[config.mk]
export PLATFORM = sky130hd
export DESIGN_NAME = varint_zigzag_decoder
export DESIGN_NICKNAME = d
export VERILOG_FILES = /design/src/rtl/vzd_pkg.sv /design/src/rtl/varint_zigzag_decoder.sv /design/src/rtl/vzd_front.sv /design/src/rtl/vzd_fifo.sv /design/src/rtl/vzd_back.sv
export SDC_FILE = /design/constraint.sdc
export NUM_CORES = 1
export LEC_CHECK = 0
export ABC_CLOCK_PERIOD_IN_PS = 6500
export BUFFER_PORTS_ARGS = -buffer_cell sky130_fd_sc_hd__buf_2
export CELL_PAD_IN_SITES_DETAIL_PLACEMENT = 1
export CELL_PAD_IN_SITES_GLOBAL_PLACEMENT = 2
export CORE_UTILIZATION = 39
export DETAILED_ROUTE_END_ITERATION = 10
export PLACE_DENSITY = 0.83
export SLEW_MARGIN = 20
export SYNTH_ARGS = -nofsm -noshare
export SYNTH_HDL_FRONTEND = slang
export SYNTH_SLANG_ARGS = --single-unit
[constraint.sdc]
create_clock -name clk_i -period 6.5 [get_ports clk_i]
set_input_delay 1.3 -clock clk_i [delete_from_list [all_inputs] [get_ports clk_i]]
set_output_delay 1.3 -clock clk_i [all_outputs]
set_load 0.01 [all_outputs]
[src/rtl/vzd_pkg.sv]
// Shared types and constants for the varint / zigzag decoder.
// Used by the front, back, top level and checker; no dependencies.
package vzd_pkg;

  // Field widths fixed by the stream format
  localparam int unsigned ByteW    = 8;
  localparam int unsigned GroupW   = 7;
  localparam int unsigned ValueW   = 64;
  localparam int unsigned CountW   = 4;
  localparam int unsigned IdxW     = 4;
  localparam int unsigned ShamtW   = 6;
  localparam int unsigned StatusW  = 2;
  localparam int unsigned ContBit  = 7;
  localparam int unsigned OutDataW = 72;

  // Result status codes
  typedef enum logic [StatusW-1:0] {
    ST_OK        = 2'd0,
    ST_EARLY_END = 2'd1,
    ST_TOO_LONG  = 2'd2
  } status_e;

  // One classified byte as it travels from front to back
  typedef struct packed {
    logic [GroupW-1:0] payload;   // low seven bits of the byte
    logic [IdxW-1:0]   idx;       // position of the byte within its value
    logic              terminal;  // this byte closes the value
    status_e           status;    // outcome when terminal
  } entry_t;

endpackage

[src/rtl/varint_zigzag_decoder.sv]
// Base-128 varint decoder with optional zigzag undo, one byte per transfer.
// Path from byte transfer to result transfer: the queue, then the output register.
// Throughput: one byte per cycle while the output accepts results; set by the single accumulator
// merge in the back end, which retires one queued byte each cycle.
// Reset (rst_ni low, async): queue and accumulator empty, signed_mode = 0.
// Depends on vzd_pkg, vzd_front, vzd_fifo and vzd_back.
module varint_zigzag_decoder #(
  parameter int unsigned MAX_LEN     = 10,
  parameter int unsigned QUEUE_DEPTH = 2
) (
  input  logic                          clk_i,
  input  logic                          rst_ni,
  // Configuration: signed_mode
  input  logic                          cfg_we_i,
  input  logic                          cfg_wdata_i,
  // Input stream
  input  logic                          s_axis_tvalid_i,
  output logic                          s_axis_tready_o,
  input  logic [vzd_pkg::ByteW-1:0]     s_axis_tdata_i,  // [7:0] data_byte
  input  logic                          s_axis_tlast_i,  // end_of_buffer
  // Output stream
  output logic                          m_axis_tvalid_o,
  input  logic                          m_axis_tready_i,
  output logic [vzd_pkg::OutDataW-1:0]  m_axis_tdata_o,  // [63:0] value,
                                                          // [67:64] byte_count,
                                                          // [71:68] zero
  output logic [vzd_pkg::StatusW-1:0]   m_axis_tuser_o   // [1:0] status
);

  localparam int unsigned EntryW = $bits(vzd_pkg::entry_t);

  logic                        signed_mode_q;
  logic                        push_valid, push_ready, pop_valid, pop_ready;
  vzd_pkg::entry_t             push_entry, pop_entry;
  logic [EntryW-1:0]           pop_bits;
  logic [vzd_pkg::ValueW-1:0]  out_value;
  logic [vzd_pkg::CountW-1:0]  out_count;
  vzd_pkg::status_e            out_status;

  // Configuration register
  always_ff @(posedge clk_i or negedge rst_ni) begin
    if (!rst_ni) begin
      signed_mode_q <= 1'b0;
    end else if (cfg_we_i) begin
      signed_mode_q <= cfg_wdata_i;
    end
  end

  // Front end: classify bytes
  vzd_front #(
    .MAX_LEN (MAX_LEN)
  ) u_front (
    .clk_i        (clk_i),
    .rst_ni       (rst_ni),
    .s_valid_i    (s_axis_tvalid_i),
    .s_ready_o    (s_axis_tready_o),
    .s_byte_i     (s_axis_tdata_i),
    .s_last_i     (s_axis_tlast_i),
    .push_valid_o (push_valid),
    .push_ready_i (push_ready),
    .push_entry_o (push_entry)
  );

  // Queue between front and back
  vzd_fifo #(
    .WIDTH (EntryW),
    .DEPTH (QUEUE_DEPTH)
  ) u_fifo (
    .clk_i        (clk_i),
    .rst_ni       (rst_ni),
    .push_valid_i (push_valid),
    .push_ready_o (push_ready),
    .push_data_i  (push_entry),
    .pop_valid_o  (pop_valid),
    .pop_ready_i  (pop_ready),
    .pop_data_o   (pop_bits)
  );

  assign pop_entry = vzd_pkg::entry_t'(pop_bits);

  // Back end: accumulate and emit
  vzd_back u_back (
    .clk_i         (clk_i),
    .rst_ni        (rst_ni),
    .signed_mode_i (signed_mode_q),
    .pop_valid_i   (pop_valid),
    .pop_ready_o   (pop_ready),
    .pop_entry_i   (pop_entry),
    .out_valid_o   (m_axis_tvalid_o),
    .out_ready_i   (m_axis_tready_i),
    .out_value_o   (out_value),
    .out_count_o   (out_count),
    .out_status_o  (out_status)
  );

  assign m_axis_tdata_o = {4'b0000, out_count, out_value};
  assign m_axis_tuser_o = out_status;

endmodule

[src/rtl/vzd_front.sv]
// Front end: accepts encoded bytes, tracks the byte position and classifies
// each byte as continue, ok, early end or too long. Depends on vzd_pkg.
module vzd_front #(
  parameter int unsigned MAX_LEN = 10
) (
  input  logic                       clk_i,
  input  logic                       rst_ni,
  input  logic                       s_valid_i,
  output logic                       s_ready_o,
  input  logic [vzd_pkg::ByteW-1:0]  s_byte_i,
  input  logic                       s_last_i,
  output logic                       push_valid_o,
  input  logic                       push_ready_i,
  output vzd_pkg::entry_t            push_entry_o
);

  localparam logic [vzd_pkg::IdxW-1:0] LastIdx = vzd_pkg::IdxW'(MAX_LEN - 1);

  logic [vzd_pkg::IdxW-1:0] idx_q, idx_d;
  logic                     accept;
  vzd_pkg::entry_t          entry;

  assign s_ready_o    = push_ready_i;
  assign push_valid_o = s_valid_i;
  assign accept       = s_valid_i && push_ready_i;

  // Classification: a final byte wins, then early end, then too long
  always_comb begin
    entry.payload  = s_byte_i[vzd_pkg::GroupW-1:0];
    entry.idx      = idx_q;
    entry.terminal = 1'b1;
    entry.status   = vzd_pkg::ST_OK;
    priority if (!s_byte_i[vzd_pkg::ContBit]) begin
      entry.status = vzd_pkg::ST_OK;
    end else if (s_last_i) begin
      entry.status = vzd_pkg::ST_EARLY_END;
    end else if (idx_q >= LastIdx) begin
      entry.status = vzd_pkg::ST_TOO_LONG;
    end else begin
      entry.terminal = 1'b0;
    end
  end

  assign push_entry_o = entry;

  // Byte position counter, restarts after every result
  always_comb begin
    idx_d = idx_q;
    if (accept) begin
      idx_d = entry.terminal ? '0 : idx_q + 1'b1;
    end
  end

  always_ff @(posedge clk_i or negedge rst_ni) begin
    if (!rst_ni) begin
      idx_q <= '0;
    end else begin
      idx_q <= idx_d;
    end
  end

endmodule

[src/rtl/vzd_fifo.sv]
// Short register queue between the front and back ends of the decoder.
// Generic width and depth; no package dependency.
module vzd_fifo #(
  parameter int unsigned WIDTH = 13,
  parameter int unsigned DEPTH = 2
) (
  input  logic             clk_i,
  input  logic             rst_ni,
  input  logic             push_valid_i,
  output logic             push_ready_o,
  input  logic [WIDTH-1:0] push_data_i,
  output logic             pop_valid_o,
  input  logic             pop_ready_i,
  output logic [WIDTH-1:0] pop_data_o
);

  localparam int unsigned PtrW = (DEPTH > 1) ? $clog2(DEPTH) : 1;
  localparam int unsigned CntW = $clog2(DEPTH + 1);

  logic [WIDTH-1:0] mem_q [DEPTH];
  logic [PtrW-1:0]  wr_ptr_q, wr_ptr_d, rd_ptr_q, rd_ptr_d;
  logic [CntW-1:0]  cnt_q, cnt_d;
  logic             push, pop;

  assign push_ready_o = (cnt_q != CntW'(DEPTH));
  assign pop_valid_o  = (cnt_q != '0);
  assign pop_data_o   = mem_q[rd_ptr_q];
  assign push         = push_valid_i && push_ready_o;
  assign pop          = pop_valid_o && pop_ready_i;

  // Pointer and fill count update
  always_comb begin
    wr_ptr_d = wr_ptr_q;
    rd_ptr_d = rd_ptr_q;
    cnt_d    = cnt_q;
    if (push) begin
      wr_ptr_d = (wr_ptr_q == PtrW'(DEPTH - 1)) ? '0 : wr_ptr_q + 1'b1;
    end
    if (pop) begin
      rd_ptr_d = (rd_ptr_q == PtrW'(DEPTH - 1)) ? '0 : rd_ptr_q + 1'b1;
    end
    if (push && !pop) begin
      cnt_d = cnt_q + 1'b1;
    end else if (pop && !push) begin
      cnt_d = cnt_q - 1'b1;
    end
  end

  always_ff @(posedge clk_i or negedge rst_ni) begin
    if (!rst_ni) begin
      wr_ptr_q <= '0;
      rd_ptr_q <= '0;
      cnt_q    <= '0;
    end else begin
      wr_ptr_q <= wr_ptr_d;
      rd_ptr_q <= rd_ptr_d;
      cnt_q    <= cnt_d;
    end
  end

  // Storage, no reset needed
  always_ff @(posedge clk_i) begin
    if (push) begin
      mem_q[wr_ptr_q] <= push_data_i;
    end
  end

endmodule

[src/rtl/vzd_back.sv]
// Back end: merges payload groups into the accumulator, applies zigzag undo
// and holds the result in an output register. Depends on vzd_pkg.
module vzd_back (
  input  logic                         clk_i,
  input  logic                         rst_ni,
  input  logic                         signed_mode_i,
  input  logic                         pop_valid_i,
  output logic                         pop_ready_o,
  input  vzd_pkg::entry_t              pop_entry_i,
  output logic                         out_valid_o,
  input  logic                         out_ready_i,
  output logic [vzd_pkg::ValueW-1:0]   out_value_o,
  output logic [vzd_pkg::CountW-1:0]   out_count_o,
  output vzd_pkg::status_e             out_status_o
);

  logic [vzd_pkg::ValueW-1:0]  acc_q, acc_d;
  logic [vzd_pkg::ValueW-1:0]  merged, zz;
  logic [vzd_pkg::ShamtW-1:0]  shamt;
  logic                        out_free, pop, load;
  logic                        out_valid_q, out_valid_d;
  logic [vzd_pkg::ValueW-1:0]  value_q, value_d;
  logic [vzd_pkg::CountW-1:0]  count_q, count_d;
  vzd_pkg::status_e            status_q, status_d;

  assign out_free    = !out_valid_q || out_ready_i;
  assign pop_ready_o = !pop_entry_i.terminal || out_free;
  assign pop         = pop_valid_i && pop_ready_o;
  assign load        = pop && pop_entry_i.terminal;

  // Place the payload group at bit 7 * idx; bits past 63 fall off
  assign shamt  = vzd_pkg::ShamtW'(vzd_pkg::ShamtW'(pop_entry_i.idx) *
                                   vzd_pkg::ShamtW'(vzd_pkg::GroupW));
  assign merged = acc_q | (vzd_pkg::ValueW'(pop_entry_i.payload) << shamt);

  // Zigzag undo: (u >> 1) ^ -(u & 1)
  assign zz = (merged >> 1) ^ {vzd_pkg::ValueW{merged[0]}};

  // Accumulator: cleared after any result
  always_comb begin
    acc_d = acc_q;
    if (pop) begin
      acc_d = pop_entry_i.terminal ? '0 : merged;
    end
  end

  // Output register
  always_comb begin
    out_valid_d = out_valid_q;
    value_d     = value_q;
    count_d     = count_q;
    status_d    = status_q;
    if (load) begin
      out_valid_d = 1'b1;
      count_d     = vzd_pkg::CountW'(pop_entry_i.idx) + 1'b1;
      status_d    = pop_entry_i.status;
      if (pop_entry_i.status == vzd_pkg::ST_OK) begin
        value_d = signed_mode_i ? zz : merged;
      end else begin
        value_d = '0;
      end
    end else if (out_ready_i) begin
      out_valid_d = 1'b0;
    end
  end

  always_ff @(posedge clk_i or negedge rst_ni) begin
    if (!rst_ni) begin
      acc_q       <= '0;
      out_valid_q <= 1'b0;
    end else begin
      acc_q       <= acc_d;
      out_valid_q <= out_valid_d;
    end
  end

  always_ff @(posedge clk_i) begin
    value_q  <= value_d;
    count_q  <= count_d;
    status_q <= status_d;
  end

  assign out_valid_o  = out_valid_q;
  assign out_value_o  = value_q;
  assign out_count_o  = count_q;
  assign out_status_o = status_q;

endmodule

==> flow_metrics.env <==
export IMPL_post_cts_buffers=0
export IMPL_synth_flop_cell="edfxtp_1"
export IMPL_first_iter_violations=471
export IMPL_die_w_um=155.4
export IMPL_synth_top_area_share_pct=32.08
export IMPL_synth_most_common_cell="a21oi_1"
export IMPL_regToRegSetupSlack_ps=1180
export IMPL_min_delay_path_class="reg -> reg"
export IMPL_status="complete, no violations"
export IMPL_finalSetupTns_ps=0
export IMPL_io_buffers=86
export IMPL_postCtsHoldBufs=0
export IMPL_first_global_vias=7454
export IMPL_antenna_left=0
export IMPL_drtPass1Iterations=5
export IMPL_path_class="reg -> reg"
export IMPL_ys_seq_area_share_pct=52.26
export IMPL_synth_common_cells="a21oi_1, edfxtp_1, nor2_1"
export IMPL_async_flop_share_pct=43.02
export IMPL_synthesis_area_um2=9174
export IMPL_die_area_um2=24140
export IMPL_synth_area_top_cells="edfxtp_1, dfrtp_1, a21oi_1"
export IMPL_finClkSkew_ps=11.06
export IMPL_critPathArrivalTime_ps=5590
export IMPL_detail_route_wl_per_cell_um=22.79
export IMPL_end_kind="register"
export IMPL_cts_max_level=4
export IMPL_io_pins=91
export IMPL_synth_seq_cells=172
export IMPL_grt_max_degree=110
export IMPL_rsz0062_at_grt="no"
export IMPL_maxCapViolations=0
export IMPL_critPathMaxFanout=21
export IMPL_clock_tree_root_cell="clkbuf_16"
export IMPL_vias=7341
export IMPL_slew_viol_final=0
export IMPL_worst_slew_pin_slew_ps=1027
export IMPL_max_freq_mhz=187.8
export IMPL_slew_headroom_pct=31.50
export IMPL_cts_tree="built"
export IMPL_place_congestion=0.9023
export IMPL_drt_total_wl_um=27900
export IMPL_fin_crit_ps=5325
export IMPL_syn_mean_instance_area_um2=10.95
export IMPL_nets=926
export IMPL_drive_gt1_share_pct=20.09
export IMPL_diodes=0
export IMPL_r2r_start="u_fifo.rd_ptr_q"
export IMPL_setup_viol=0
export IMPL_clk_pin_slew_worst_paths_ps=70
export IMPL_placed_area_um2=9869
export IMPL_antenna_found_initial=0
export IMPL_r2r_end="u_back.out_value_o[47]"
export IMPL_grt_usage_pct=23.98
export IMPL_syn2layout_area_growth_pct=14.40
export IMPL_postSynthCellCount=838
export IMPL_initial_core_util_pct=40.15
export IMPL_min_from="u_back.acc_q[14]"
export IMPL_synth_top_cell_by_area="edfxtp_1"
export IMPL_die_h_um=155.4
export IMPL_place_hpwl_um=19040
export IMPL_std_cell_rows=55
export IMPL_hold_end="u_back.acc_q[14]"
export IMPL_yosysWarnings=0
export IMPL_numCtsBuffers=17
export IMPL_required_ps=6760
export IMPL_clock_path_buffers=2
export IMPL_grt_overflow=0
export IMPL_post_cts_resized=0
export IMPL_fin_crit_sh_pct=81.92
export IMPL_drc_errors=0
export IMPL_synth_cell_type_count=74
export IMPL_clock_sinks=172
export IMPL_synth_edf_count=98
export IMPL_hold_viol=0
export IMPL_r2r_cells=13
export IMPL_placeableCoreArea_um2=22850
export IMPL_final_cell_area_um2=10500
export IMPL_viasPerCell=5.998
export IMPL_worst_setup_path_start_kind="register"
export IMPL_min_path_cells=2
export IMPL_grt_pass1_wl_um=44060
export IMPL_clk_latency_ps=430
## sequential cells by signal, indices dropped and copies added, names as in the netlist
signal and flops:
u_fifo.cnt_q 2, u_back.out_value_o 64, u_fifo.wr_ptr_q 1, u_fifo.mem_q 28, u_back.out_status_o 2, u_back.out_count_o 4
signed_mode_q 1, u_back.out_valid_o 1, u_back.acc_q 64, u_front.idx_q 4, u_fifo.rd_ptr_q 1
## final cells by class
| type | instances | area (um^2) |
|---|---|---|
| clock buffers | 20 | 446.7 |
| inverters | 26 | 97.59 |
| fillers | 2507 | 12350 |
| multi-input cells | 575 | 4005 |
| well taps | 313 | 391.6 |
| clock inverters | 12 | 151.4 |
| repair buffers | 106 | 608.1 |
| flip-flops and latches | 172 | 4795 |
## logic make-up after synthesis
family / Yosys count / synth area share (%)
other cells: 1 / 0.04088
compound gates: 300 / 22.74
buf+inv: 94 / 4.555
flops: 172 / 52.26
fa+ha+maj: 13 / 2.019
xor+xnor: 35 / 3.342
mux: 42 / 5.578
simple gates: 181 / 9.465
## critical path: stages, from the launching register on
cell and delay (ps):
dfrtp_1 600, mux2i_1 540, inv_1 140, fa_1 550
ha_1 160, inv_1 60, fa_1 900, clkinv_1 440
a2111oi_2 450, o21a_1 320, o21ai_2 190, buf_4 320
or3_1 390, o211ai_1 90
## routing by layer
layer	track usage (%)	vias to the layer above	wire [um]
met3	2.981	31	1452
met2	38.86	249	13130
met5	0	-	0
li1	-	3312	-
met4	6.909	0	452
met1	33.67	3749	12860
## cells in the final DEF (no fill, tap or decap), types with 17 or more instances in the layout
| cell type | instances |
|---|---|
| a21oi_1 | 100 |
| edfxtp_1 | 98 |
| buf_2 | 85 |
| nor2_1 | 79 |
| dfrtp_1 | 74 |
| xnor2_1 | 32 |
| o22ai_1 | 28 |
| o221ai_1 | 27 |
| nand2_1 | 26 |
| inv_1 | 25 |
| a211o_1 | 24 |
| mux2i_1 | 20 |
| a31oi_1 | 19 |
| buf_4 | 19 |
| clkbuf_16 | 17 |
## metrics by stage
step                std cells  hold slack, ps  utilization, %  worst slack, ps
global placement         1191           475.6           43.17             1381
floorplan                 841           460.8               -             1699
global route             1224           525.0           45.94            696.6
CTS                      1223           503.2           45.82             1057
detailed placement       1191           484.7           43.20             1096
finish                   1224           506.5           45.94             1175
## how the worst max path moves through the flow
stage / startpoint / end / slack, ps / cells past startpoint
3_5_place_dp: u_fifo.rd_ptr_q / u_back.out_value_o[40] / 1100 / 13
3_3_place_gp: u_fifo.rd_ptr_q / u_back.out_value_o[26] / 1380 / 13
4_1_cts: u_fifo.rd_ptr_q / u_back.out_value_o[39] / 1060 / 13
2_1_floorplan: u_fifo.rd_ptr_q / u_back.out_value_o[49] / 1700 / 18
5_1_grt: u_fifo.rd_ptr_q / u_back.out_value_o[47] / 700 / 13
6_report: u_fifo.rd_ptr_q / u_back.out_value_o[47] / 1180 / 13
Power is not shown: default switching activity piles up to over one toggle a cycle in this logic, so the estimate is an artifact.
